$ cat config.mk
export PLATFORM = sky130hd
export DESIGN_NAME = serial_command_framer_core_flat
export DESIGN_NICKNAME = d
export VERILOG_FILES = /design/src/rtl/scf_pkg.sv /design/src/rtl/scf_if.sv /design/src/rtl/serial_command_framer_core.sv /design/src/rtl/scf_line_ram.sv /design/src/flat_wrapper.sv
export SDC_FILE = /design/constraint.sdc
export NUM_CORES = 1
export LEC_CHECK = 0
export ABC_AREA = 1
export CAP_MARGIN = 20
export CORE_AREA = 2 2 109 137
export CTS_CLUSTER_SIZE = 40
export DETAILED_ROUTE_END_ITERATION = 6
export DIE_AREA = 0 0 111 139
export DONT_BUFFER_PORTS = 1
export PLACE_DENSITY_LB_ADDON = 0.12
export SLEW_MARGIN = 20
export SYNTH_ARGS = -nofsm -noshare
export SYNTH_HDL_FRONTEND = slang
export SYNTH_HIERARCHICAL = 1
export SYNTH_SLANG_ARGS = --single-unit
$ cat constraint.sdc
create_clock -name clk -period 3.3 [get_ports clk]
set_clock_uncertainty 0.05 [all_clocks]
set_input_delay 0.66 -clock clk [delete_from_list [all_inputs] [get_ports clk]]
set_output_delay 0.66 -clock clk [all_outputs]
set_load 0.02 [all_outputs]
$ cat src/rtl/scf_pkg.sv
// Shared types and constants for the serial command framer.
`default_nettype none

package scf_pkg;

  localparam int unsigned BYTE_W    = 8;
  localparam int unsigned KIND_W    = 2;
  localparam int unsigned REG_IDX_W = 2;

  typedef logic [BYTE_W-1:0]    byte_t;
  typedef logic [KIND_W-1:0]    kind_t;
  typedef logic [REG_IDX_W-1:0] reg_idx_t;

  // result kinds
  localparam kind_t KIND_SINGLE = 2'd0;
  localparam kind_t KIND_LONG   = 2'd1;
  localparam kind_t KIND_EMPTY  = 2'd2;

  // register map
  localparam reg_idx_t REG_START_CHAR = 2'd0;
  localparam reg_idx_t REG_END_CHAR   = 2'd1;

  // register reset values: '_' and carriage return
  localparam byte_t START_CHAR_RST = 8'h5F;
  localparam byte_t END_CHAR_RST   = 8'h0D;

endpackage

`default_nettype wire

$ cat src/rtl/scf_if.sv
// Valid/ready channel interfaces of the serial command framer.
`default_nettype none

interface scf_rx_if import scf_pkg::*; ();
  logic  valid;
  logic  ready;
  byte_t rx_byte;

  modport source (output valid, output rx_byte, input ready);
  modport sink   (input valid, input rx_byte, output ready);
endinterface

interface scf_res_if import scf_pkg::*; ();
  logic  valid;
  logic  ready;
  kind_t kind;
  byte_t data;
  logic  last;
  logic  truncated;

  modport source (output valid, output kind, output data, output last, output truncated,
                  input ready);
  modport sink   (input valid, input kind, input data, input last, input truncated,
                  output ready);
endinterface

interface scf_cfg_if import scf_pkg::*; ();
  logic     valid;
  logic     ready;
  reg_idx_t reg_index;
  byte_t    wr_data;

  modport source (output valid, output reg_index, output wr_data, input ready);
  modport sink   (input valid, input reg_index, input wr_data, output ready);
endinterface

`default_nettype wire

$ cat src/rtl/serial_command_framer_core.sv
// Serial command framer top level: mode control, line store drain, result register.
//
// Splits a stream of received bytes into commands. In plain mode a byte equal
// to start_char (register 0, reset '_') enters long-command mode and gives no
// result; any other byte comes out as one single-byte command word (kind 0).
// In long mode bytes go into a DEPTH-entry line store until end_char (register
// 1, reset CR) arrives. The stored bytes then come out in order as kind-1
// words, last set on the final one, or as one kind-2 word with data zero if
// nothing was stored. Bytes beyond DEPTH are dropped and every word of that
// run carries truncated. rx.ready is high while the block is idle and the
// result register is empty or being emptied. A closing byte with stored bytes
// keeps the block busy while they drain: the line store has one read port
// with registered data, and each stored byte is read in ST_READ and then moved
// into the result register in ST_WAIT, which waits while the sink stalls.
// Configuration writes are always taken (cfg.ready is tied high) and must
// only happen while idle.
`default_nettype none

module serial_command_framer_core import scf_pkg::*; #(
  parameter int unsigned DEPTH = 16
) (
  input  wire logic clk,
  input  wire logic rst,
  scf_rx_if.sink    rx,
  scf_res_if.source res,
  scf_cfg_if.sink   cfg
);

  localparam int unsigned IDX_W = $clog2(DEPTH);
  localparam int unsigned CNT_W = $clog2(DEPTH + 1);
  localparam logic [CNT_W-1:0] DEPTH_CNT = CNT_W'(DEPTH);

  typedef enum logic [2:0] {
    ST_IDLE = 3'b001,   // taking bytes
    ST_READ = 3'b010,   // line store read issued this cycle
    ST_WAIT = 3'b100    // read data ready, waiting for result register
  } state_t;

  state_t state, state_next;

  // configuration registers
  byte_t start_char;
  byte_t end_char;

  // framing state
  logic             long_mode, long_mode_next;
  logic [CNT_W-1:0] fill_count, fill_count_next;
  logic             overflowed, overflowed_next;
  logic [IDX_W-1:0] rd_ptr, rd_ptr_next;

  // result register
  logic  res_valid, res_valid_next;
  kind_t res_kind, res_kind_next;
  byte_t res_data, res_data_next;
  logic  res_last, res_last_next;
  logic  res_trunc, res_trunc_next;

  // line store ports
  logic  ram_wr_en;
  logic  ram_rd_en;
  byte_t ram_rd_data;

  logic out_free;
  logic rx_fire;
  logic drain_last;

  assign out_free = !res_valid || res.ready;
  assign rx.ready = (state == ST_IDLE) && out_free;
  assign rx_fire  = rx.valid && rx.ready;
  assign cfg.ready = 1'b1;

  assign drain_last = (CNT_W'(rd_ptr) + CNT_W'(1)) == fill_count;

  assign res.valid     = res_valid;
  assign res.kind      = res_kind;
  assign res.data      = res_data;
  assign res.last      = res_last;
  assign res.truncated = res_trunc;

  // store a long-command byte while room is left
  assign ram_wr_en = rx_fire && long_mode && (rx.rx_byte != end_char) &&
                     (fill_count < DEPTH_CNT);
  assign ram_rd_en = (state == ST_READ);

  scf_line_ram #(
    .DEPTH(DEPTH)
  ) u_line_ram (
    .clk     (clk),
    .wr_en   (ram_wr_en),
    .wr_addr (fill_count[IDX_W-1:0]),
    .wr_data (rx.rx_byte),
    .rd_en   (ram_rd_en),
    .rd_addr (rd_ptr),
    .rd_data (ram_rd_data)
  );

  always_ff @(posedge clk) begin
    if (rst) begin
      start_char <= START_CHAR_RST;
      end_char   <= END_CHAR_RST;
    end else if (cfg.valid && cfg.ready) begin
      unique case (cfg.reg_index)
        REG_START_CHAR: start_char <= cfg.wr_data;
        REG_END_CHAR:   end_char   <= cfg.wr_data;
        default: ;      // unmapped index, ignored
      endcase
    end
  end

  always_comb begin
    state_next      = state;
    long_mode_next  = long_mode;
    fill_count_next = fill_count;
    overflowed_next = overflowed;
    rd_ptr_next     = rd_ptr;
    res_valid_next  = res_valid && !res.ready;
    res_kind_next   = res_kind;
    res_data_next   = res_data;
    res_last_next   = res_last;
    res_trunc_next  = res_trunc;

    unique case (state)
      ST_IDLE: begin
        if (rx_fire) begin
          if (!long_mode) begin
            if (rx.rx_byte == start_char) begin
              long_mode_next  = 1'b1;
              fill_count_next = '0;
              overflowed_next = 1'b0;
            end else begin
              res_valid_next = 1'b1;
              res_kind_next  = KIND_SINGLE;
              res_data_next  = rx.rx_byte;
              res_last_next  = 1'b1;
              res_trunc_next = 1'b0;
            end
          end else if (rx.rx_byte != end_char) begin
            if (fill_count < DEPTH_CNT) begin
              fill_count_next = fill_count + CNT_W'(1);
            end else begin
              overflowed_next = 1'b1;
            end
          end else if (fill_count == '0) begin
            res_valid_next  = 1'b1;
            res_kind_next   = KIND_EMPTY;
            res_data_next   = '0;
            res_last_next   = 1'b1;
            res_trunc_next  = overflowed;
            long_mode_next  = 1'b0;
            overflowed_next = 1'b0;
          end else begin
            rd_ptr_next = '0;
            state_next  = ST_READ;
          end
        end
      end
      ST_READ: begin
        state_next = ST_WAIT;
      end
      ST_WAIT: begin
        if (out_free) begin
          res_valid_next = 1'b1;
          res_kind_next  = KIND_LONG;
          res_data_next  = ram_rd_data;
          res_last_next  = drain_last;
          res_trunc_next = overflowed;
          if (drain_last) begin
            long_mode_next  = 1'b0;
            fill_count_next = '0;
            overflowed_next = 1'b0;
            state_next      = ST_IDLE;
          end else begin
            rd_ptr_next = rd_ptr + IDX_W'(1);
            state_next  = ST_READ;
          end
        end
      end
      default: begin
        state_next = ST_IDLE;
      end
    endcase
  end

  always_ff @(posedge clk) begin
    if (rst) begin
      state      <= ST_IDLE;
      long_mode  <= 1'b0;
      fill_count <= '0;
      overflowed <= 1'b0;
      rd_ptr     <= '0;
      res_valid  <= 1'b0;
    end else begin
      state      <= state_next;
      long_mode  <= long_mode_next;
      fill_count <= fill_count_next;
      overflowed <= overflowed_next;
      rd_ptr     <= rd_ptr_next;
      res_valid  <= res_valid_next;
    end
  end

  // result payload, no reset needed
  always_ff @(posedge clk) begin
    res_kind  <= res_kind_next;
    res_data  <= res_data_next;
    res_last  <= res_last_next;
    res_trunc <= res_trunc_next;
  end

endmodule

`default_nettype wire

$ cat src/rtl/scf_line_ram.sv
// Line store: one write port, one read port, registered read data.
`default_nettype none

module scf_line_ram import scf_pkg::*; #(
  parameter int unsigned DEPTH = 16,
  localparam int unsigned IDX_W = $clog2(DEPTH)
) (
  input  wire logic             clk,
  input  wire logic             wr_en,
  input  wire logic [IDX_W-1:0] wr_addr,
  input  wire byte_t            wr_data,
  input  wire logic             rd_en,
  input  wire logic [IDX_W-1:0] rd_addr,
  output byte_t                 rd_data
);

  byte_t mem [DEPTH];

  always_ff @(posedge clk) begin
    if (wr_en) begin
      mem[wr_addr] <= wr_data;
    end
  end

  // read data holds until the next read
  always_ff @(posedge clk) begin
    if (rd_en) begin
      rd_data <= mem[rd_addr];
    end
  end

endmodule

`default_nettype wire
$ cat src/flat_wrapper.sv
// flat-port wrapper written by rule: the top's interface ports become plain ports
module serial_command_framer_core_flat import scf_pkg::*;
#(
  parameter int unsigned DEPTH = 16
)
  (clk, rst, rx_valid, rx_rx_byte, rx_ready, res_valid, res_kind, res_data, res_last, res_truncated, res_ready, cfg_valid, cfg_reg_index, cfg_wr_data, cfg_ready);
  scf_rx_if rx_i ();
  scf_res_if res_i ();
  scf_cfg_if cfg_i ();
  input  wire logic clk;
  input  wire logic rst;
  input wire logic [$bits(rx_i.valid)-1:0] rx_valid;
  input wire logic [$bits(rx_i.rx_byte)-1:0] rx_rx_byte;
  output wire logic [$bits(rx_i.ready)-1:0] rx_ready;
  output wire logic [$bits(res_i.valid)-1:0] res_valid;
  output wire logic [$bits(res_i.kind)-1:0] res_kind;
  output wire logic [$bits(res_i.data)-1:0] res_data;
  output wire logic [$bits(res_i.last)-1:0] res_last;
  output wire logic [$bits(res_i.truncated)-1:0] res_truncated;
  input wire logic [$bits(res_i.ready)-1:0] res_ready;
  input wire logic [$bits(cfg_i.valid)-1:0] cfg_valid;
  input wire logic [$bits(cfg_i.reg_index)-1:0] cfg_reg_index;
  input wire logic [$bits(cfg_i.wr_data)-1:0] cfg_wr_data;
  output wire logic [$bits(cfg_i.ready)-1:0] cfg_ready;
  assign rx_i.valid = rx_valid;
  assign rx_i.rx_byte = rx_rx_byte;
  assign rx_ready = rx_i.ready;
  assign res_valid = res_i.valid;
  assign res_kind = res_i.kind;
  assign res_data = res_i.data;
  assign res_last = res_i.last;
  assign res_truncated = res_i.truncated;
  assign res_i.ready = res_ready;
  assign cfg_i.valid = cfg_valid;
  assign cfg_i.reg_index = cfg_reg_index;
  assign cfg_i.wr_data = cfg_wr_data;
  assign cfg_ready = cfg_i.ready;
  serial_command_framer_core #(.DEPTH(DEPTH)) u_core (.clk(clk), .rst(rst), .rx(rx_i), .res(res_i), .cfg(cfg_i));
endmodule
# == Word level (Yosys, flattened, before mapping) ==
# Memory sizes are Yosys's and may differ from the RTL's. A register that Yosys moved wholly into a read port is not among the register bits.
# Index checks and enable logic that the tools add are counted.
# totals
ff_bits,43
mem_bits_rw,128
inputBits,23
output_inout_bits,15
wordCells,133
memories,1
# mem_list
memory,depth,width,rd,rd_ports_with_merged_regs,write_ports,line,text
u_core.u_line_ram.mem,16,8,1,1,1,scf_line_ram.sv:17,byte_t mem [DEPTH];
# op_classes
n_addsub,3
n_lt_le_gt_ge,1
eq_ne,22
mux,74
n_reduce_logical,20
# op_table
cell,count
$mux 8,6
$mux 5,7
$mux 1,33
$mux 4,6
$reduce_and 7->1,3
$pmux 8 s2,1
$mux 3,5
$mux 2,7
$ne 3x3->1 const B,4
$pmux 1 s2,5
$pmux 5 s2,1
$pmux 3 s3,1
$eq 8x8->1,1
$ne 2x1->1 const B,4
$ne 4x4->1 const B,2
$ne 8x8->1,1
$pmux 4 s2,1
$logic_and 1x1->1,6
$ne 2x2->1 const B,3
$ne 3x2->1 const B,2
$reduce_and 6->1,1
$add 4x1->5 const B,1
$add 5x1->5 const B,1
$eq 5x5->1,1
other kinds (15),17

# == Longest topological paths before layout ==
# logic_depth
ltp_word,9
depth_mapped,14
ltp_nobuf,14

# == Modules after synthesis ==
# Netlist, hierarchy kept.
# modules_own_cells
module,n_inst,cells_per_inst,area_each_um2,seq_area_each_um2
scf_line_ram,1,551,5846.9,4083.9
serial_command_framer_core,1,327,2359.8,980.9

# == Least setup slack after synthesis ==
# OpenSTA, ideal clock, no wires.
# synth_path
kind,input to register
startpoint,input rx_rx_byte[0]
endpoint,"register u_core.res_data[0], in the netlist u_core/res.data[0] (enable)"
setup_ps,399
arrival_ps,2142
t_required_ps,2851
path_slack_ps,708
cell_stages,9
cell_sequence,inv_1 -> nand2_1 -> nand2_1 -> nand2_1 -> nor2_1 -> nand3_1 -> nand2_1 -> o21ai_0 -> a21boi_0
# synth_via
elab_chain_cells,3
# synth_rtl
item,line,text
from (decl),flat_wrapper.sv:13,input wire logic [$bits(rx_i.rx_byte)-1:0] rx_rx_byte;
$eq 8x8->1 or $ne 8x8->1 (tied branches),"serial_command_framer_core.sv:126, serial_command_framer_core.sv:137",
$ne 3x2->1 (no line) or $ne 3x3->1 (tied branches),n/a,
$reduce_and 6->1 (no line) *,n/a,
to (signal assigned),serial_command_framer_core.sv:205,res_data <= res_data_next;
to (decl),serial_command_framer_core.sv:54,"byte_t res_data, res_data_next;"
# Mark *: on every way between the ends. The rest lies on a longest branch, timed or not.
# A chain may end at the register's enable or synchronous reset.

# == Final worst setup path ==
# layout_path
startpoint,register u_core.state[0]
endpoint,memory u_core/u_line_ram/mem[4][0] in the netlist's numbering (enable)
# layout_via
elab_chain_cells,8
# layout_rtl
item,line,text
from (decl),serial_command_framer_core.sv:39,"state_t state, state_next;"
from (signal assigned),serial_command_framer_core.sv:193,state <= state_next;
$eq 3x1->1,serial_command_framer_core.sv:68,assign rx.ready = (state == ST_IDLE) && out_free;
$logic_and 1x1->1,serial_command_framer_core.sv:68,
$logic_and 1x1->1,serial_command_framer_core.sv:69,assign rx_fire = rx.valid && rx.ready;
$logic_and 1x1->1 (3 in a row),serial_command_framer_core.sv:81,assign ram_wr_en = rx_fire && long_mode && (rx.rx_byte != end_char) &&
via u_core.ram_wr_en,serial_command_framer_core.sv:59,logic ram_wr_en;
$mux 1,scf_line_ram.sv:20,if (wr_en) begin
$mux 1 (implied by the code),scf_line_ram.sv:21,mem[wr_addr] <= wr_data;
to (decl),scf_line_ram.sv:17,
# The timed path passes the listed nets, and every way through them passes these cells.

==> results.md <==
- CP max stage cell: nor2_1
- Global-route wire length before repair: 29120 um
- Via Count: 5793
- Final Hold Vio Count: 0
- IO Pins: 38
- Seq cells post-synth: ~180
- Cell Rows: 49
- Avg WL per Cell: 17.24 um
- CP Cell Sequence: nand3_2, nor2_4, nand2_2, inv_1, nand3_1, nor2_1, nand3b_1, nor2_1
- Number of synthesized flops with an enable pin: 148
- Hold Path Cell Cnt: 1
- Crit path top cell by count: nor2_1
- CTS tree: built
- Placed cells: 1040
- Antenna diodes: 0
- DRC Markers: 0
- Yosys warnings: 6
- Layout cells sized above 1: 0.08166
- Register area: 0.005066 sq mm
- Synth Cell Area: 0.008207 sq mm
- Setup_tns: 0 ps
- Mapped Avg Cell Area: 9.347 sq um
- Worst Reg2Reg Path Length in Cells: 8
- IR drop worst, VDD: roughly 0.38 mV
- Synth top area cells: edfxtp_1, nand2_1, dfxtp_1
- Post-route cell area: 0.008952 sq mm
- R2r setup slk: 580 ps
- Vias in the first global route: 5578
- Final Util: 0.6321
- P_leak: 3.743 nW
- Result of the run: completed
- Tightest Pin Transition: 711.4 ps
- Cell taking the most area after synthesis: edfxtp_1
- Combinational Power Share: 0.058
- I/O Buffers: 0
- Crit path required time: between 3000 and 4000 ps
- Fin worst setup slack: approximately 580 ps
- Initial antenna violation count: 0
- Die W: around 110 um
- TritonCTS Buffers: 17
- Worst EP arrival: 2730 ps
- NetSw: 1.213 mW
- Post-route ant nets: 0
- Seq/Total Area, Yosys: 0.6172
- Crit path max fanout: 8
- Via density: between 5 and 6
- Tmin final: ~2700 ps
- Area taken by multi-input logic gates: 0.002404 sq mm
- Worst path top cell family by delay: simple AND/OR/NAND/NOR gates
- Reg2Reg Launch Point: u_core/state[0]
- Crit. End Element: flip-flop
- DRT Wirelength: 18480 um
- Net Sw Frac: 0.2477
- Gpl congestion: approximately 0.94
- Post_cts resized: 0
- Die area: roughly 0.015 sq mm
- Gr usage total: 0.2461
- Seq pwr share: 0.525
- Worst R2R End: u_core/u_line_ram/mem[4][0]
- CP bufs+invs: 1
- Core area: 0.01416 sq mm
- Detailed placement HPWL: 11980 um
- Layout area overhead: 9.087%
- Critical Path Start Type: flip-flop
- Power per Cell Area: about 550 mW/mm^2
- Fill count: 1139
- CP Class: flip-flop to flip-flop
- Hold buffers post-CTS: 0
- Clk buf depth: 2
- Starting density of the core: 0.5795
- Worst hold path type: input pin to flip-flop
- Post-Layout Cell Count: 1072
- Relative slew slack: 0.5240
- CTS sink count: about 180
- Pint: 3.684 mW
- Synth unique cells: 37
- Die Y-Extent: 139 um
- Hold path startpoint: rst
- Clock latency on the worst-skew pair: 430 ps
- Async SR Flop Fraction: 0
- RSZ-0062 raised after global routing: false
- Post-place setup slack: 494.4 ps
- Largest net degree at the start of global routing: 65
- Drt initial violations: between 300 and 400
- Syn Nets: 904
- Drt pass-1 iters: 5
- Root Buffer: clkbuf_16
- Synth top cells by count: nand2_1, edfxtp_1, inv_1
- Yosys top cell area share: 0.5415
- Fmax achieved: 367.7 MHz
- Hold EP: u_core/state[2]
- DP Area: 0.008342 sq mm
- Most frequent cell after synthesis: nand2_1
- Clk pwr share: 0.417
- Setup bufs post-CTS: 0
- Max-cap violations: 0
- Final setup viols: 0
- H-tree levels: 4
- Overflow after GRT: 0
- CTS clk-pin slew, worst paths: 70 ps
- Fin. max-slew vios: 0
- Tcrit/Tclk final: 0.8241
- Nets@finish: about 910
- Slowest cell delay on critical path: around 600 ps
- Syn Inst Count: between 800 and 900
- Main synth FF type: edfxtp_1
## layer usage
layer	wire length, um	vias to the layer above	part of all wire	track usage
met4	292	0	0.016	0.07368
met1	7489	2720	0.41	0.3038
li1	-	2841	-	-
met3	1078	28	0.058	0.05332
met5	0	-	0	0
met2	9622	204	0.52	0.4353
## power groups by stage
stage	sequential (mW)	combinational, mW	clock [mW]
after floorplan	2.61	0.227	0
after global placement	2.62	0.275	0
after detailed placement	2.62	0.281	0
after CTS	2.57	0.283	2.06
after global routing	2.58	0.318	2.15
final	2.57	0.284	2.04
## worst max path at each step
stage / slack (ps) / cells past startpoint / startpoint / to
6_report: 580 / 8 / u_core/state[0] / u_core/u_line_ram/mem[4][0]
4_1_cts: 660 / 8 / u_core/state[0] / u_core/u_line_ram/mem[15][5]
2_1_floorplan: 710 / 9 / rx_rx_byte[0] / u_core/res.data[0]
5_1_grt: 470 / 9 / u_core/state[2] / u_core/u_line_ram/mem[14][7]
3_5_place_dp: 490 / 10 / rx_rx_byte[4] / u_core/u_line_ram/mem[15][5]
3_3_place_gp: 580 / 10 / rx_rx_byte[4] / u_core/u_line_ram/mem[4][5]
## per-stage QoR
stage	power, mW	hold slack, ps
2_1_floorplan	2.835	393.8
3_3_place_gp	2.899	404.9
3_5_place_dp	2.905	418.1
4_1_cts	4.920	225.2
5_1_grt	5.048	224.8
6_report	4.897	235.5
## registers in the layout (all words and copies together) (netlist names)
register	cells
u_core/fill_count	5
u_core/long_mode	1
u_core/res.data	8
u_core/rd_ptr	4
u_core/res.truncated	1
u_core/res.kind	2
u_core/overflowed	1
u_core/u_line_ram/rd_data	8
u_core/state	3
u_core/u_line_ram/mem	128
u_core/end_char	8
u_core/res.last	1
u_core/res.valid	1
u_core/start_char	8
## final cells by class
cell class	instances	area share
Clock buffer	17	0.04752
Clock inverter	15	0.02068
Inverter	141	0.05912
Multi-Input combinational cell	526	0.2685
Sequential cell	179	0.5659
Tap cell	178	0.02488
Timing Repair Buffer	16	0.01342
## kinds of logic after synthesis
family	count (synthesis)	share of synthesized area
AO/OA/AOI/OAI	41	0.02927
XOR/XNOR	11	0.01174
adder cells (fa/ha/maj)	3	0.004574
buffers and inverters	173	0.08995
flip-flops	179	0.6172
other	1	0.0004569
AND/OR/NAND/NOR	470	0.2468
## worst reg2reg max path: cells and delay by family, from the launching register on
kind          cells  cell delay (ps)
flops             1              410
simple gates      7             1790
buf+inv           1              100
## cells in the final DEF, fill, tap and decap left out
cell type / count
nand3b_1: 2
conb_1: 1
a21boi_1: 2
nand2_4: 3
nand3_2: 1
a21oi_2: 1
o21ai_1: 1
nor3_1: 1
nor3_4: 1
nor3_2: 1
clkbuf_16: 17
o211ai_1: 4
nand2_1: 267
clkinv_8: 3
inv_1: 134
a22o_1: 3
inv_8: 4
o21ai_0: 13
a211oi_1: 1
inv_6: 5
ha_1: 3
clkinv_4: 2
dfxtp_2: 1
a21oi_1: 15
nor2_1: 54
nand2_2: 5
xnor2_1: 10
inv_2: 6
nor2_2: 4
xor2_1: 1
edfxtp_1: 148
bufinv_16: 1
o31ai_1: 1
dfxtp_1: 30
nor2_4: 2
nand4_1: 5
buf_4: 16
nand3_1: 124
clkinv_1: 1
(Power assumes the default switching activity.)
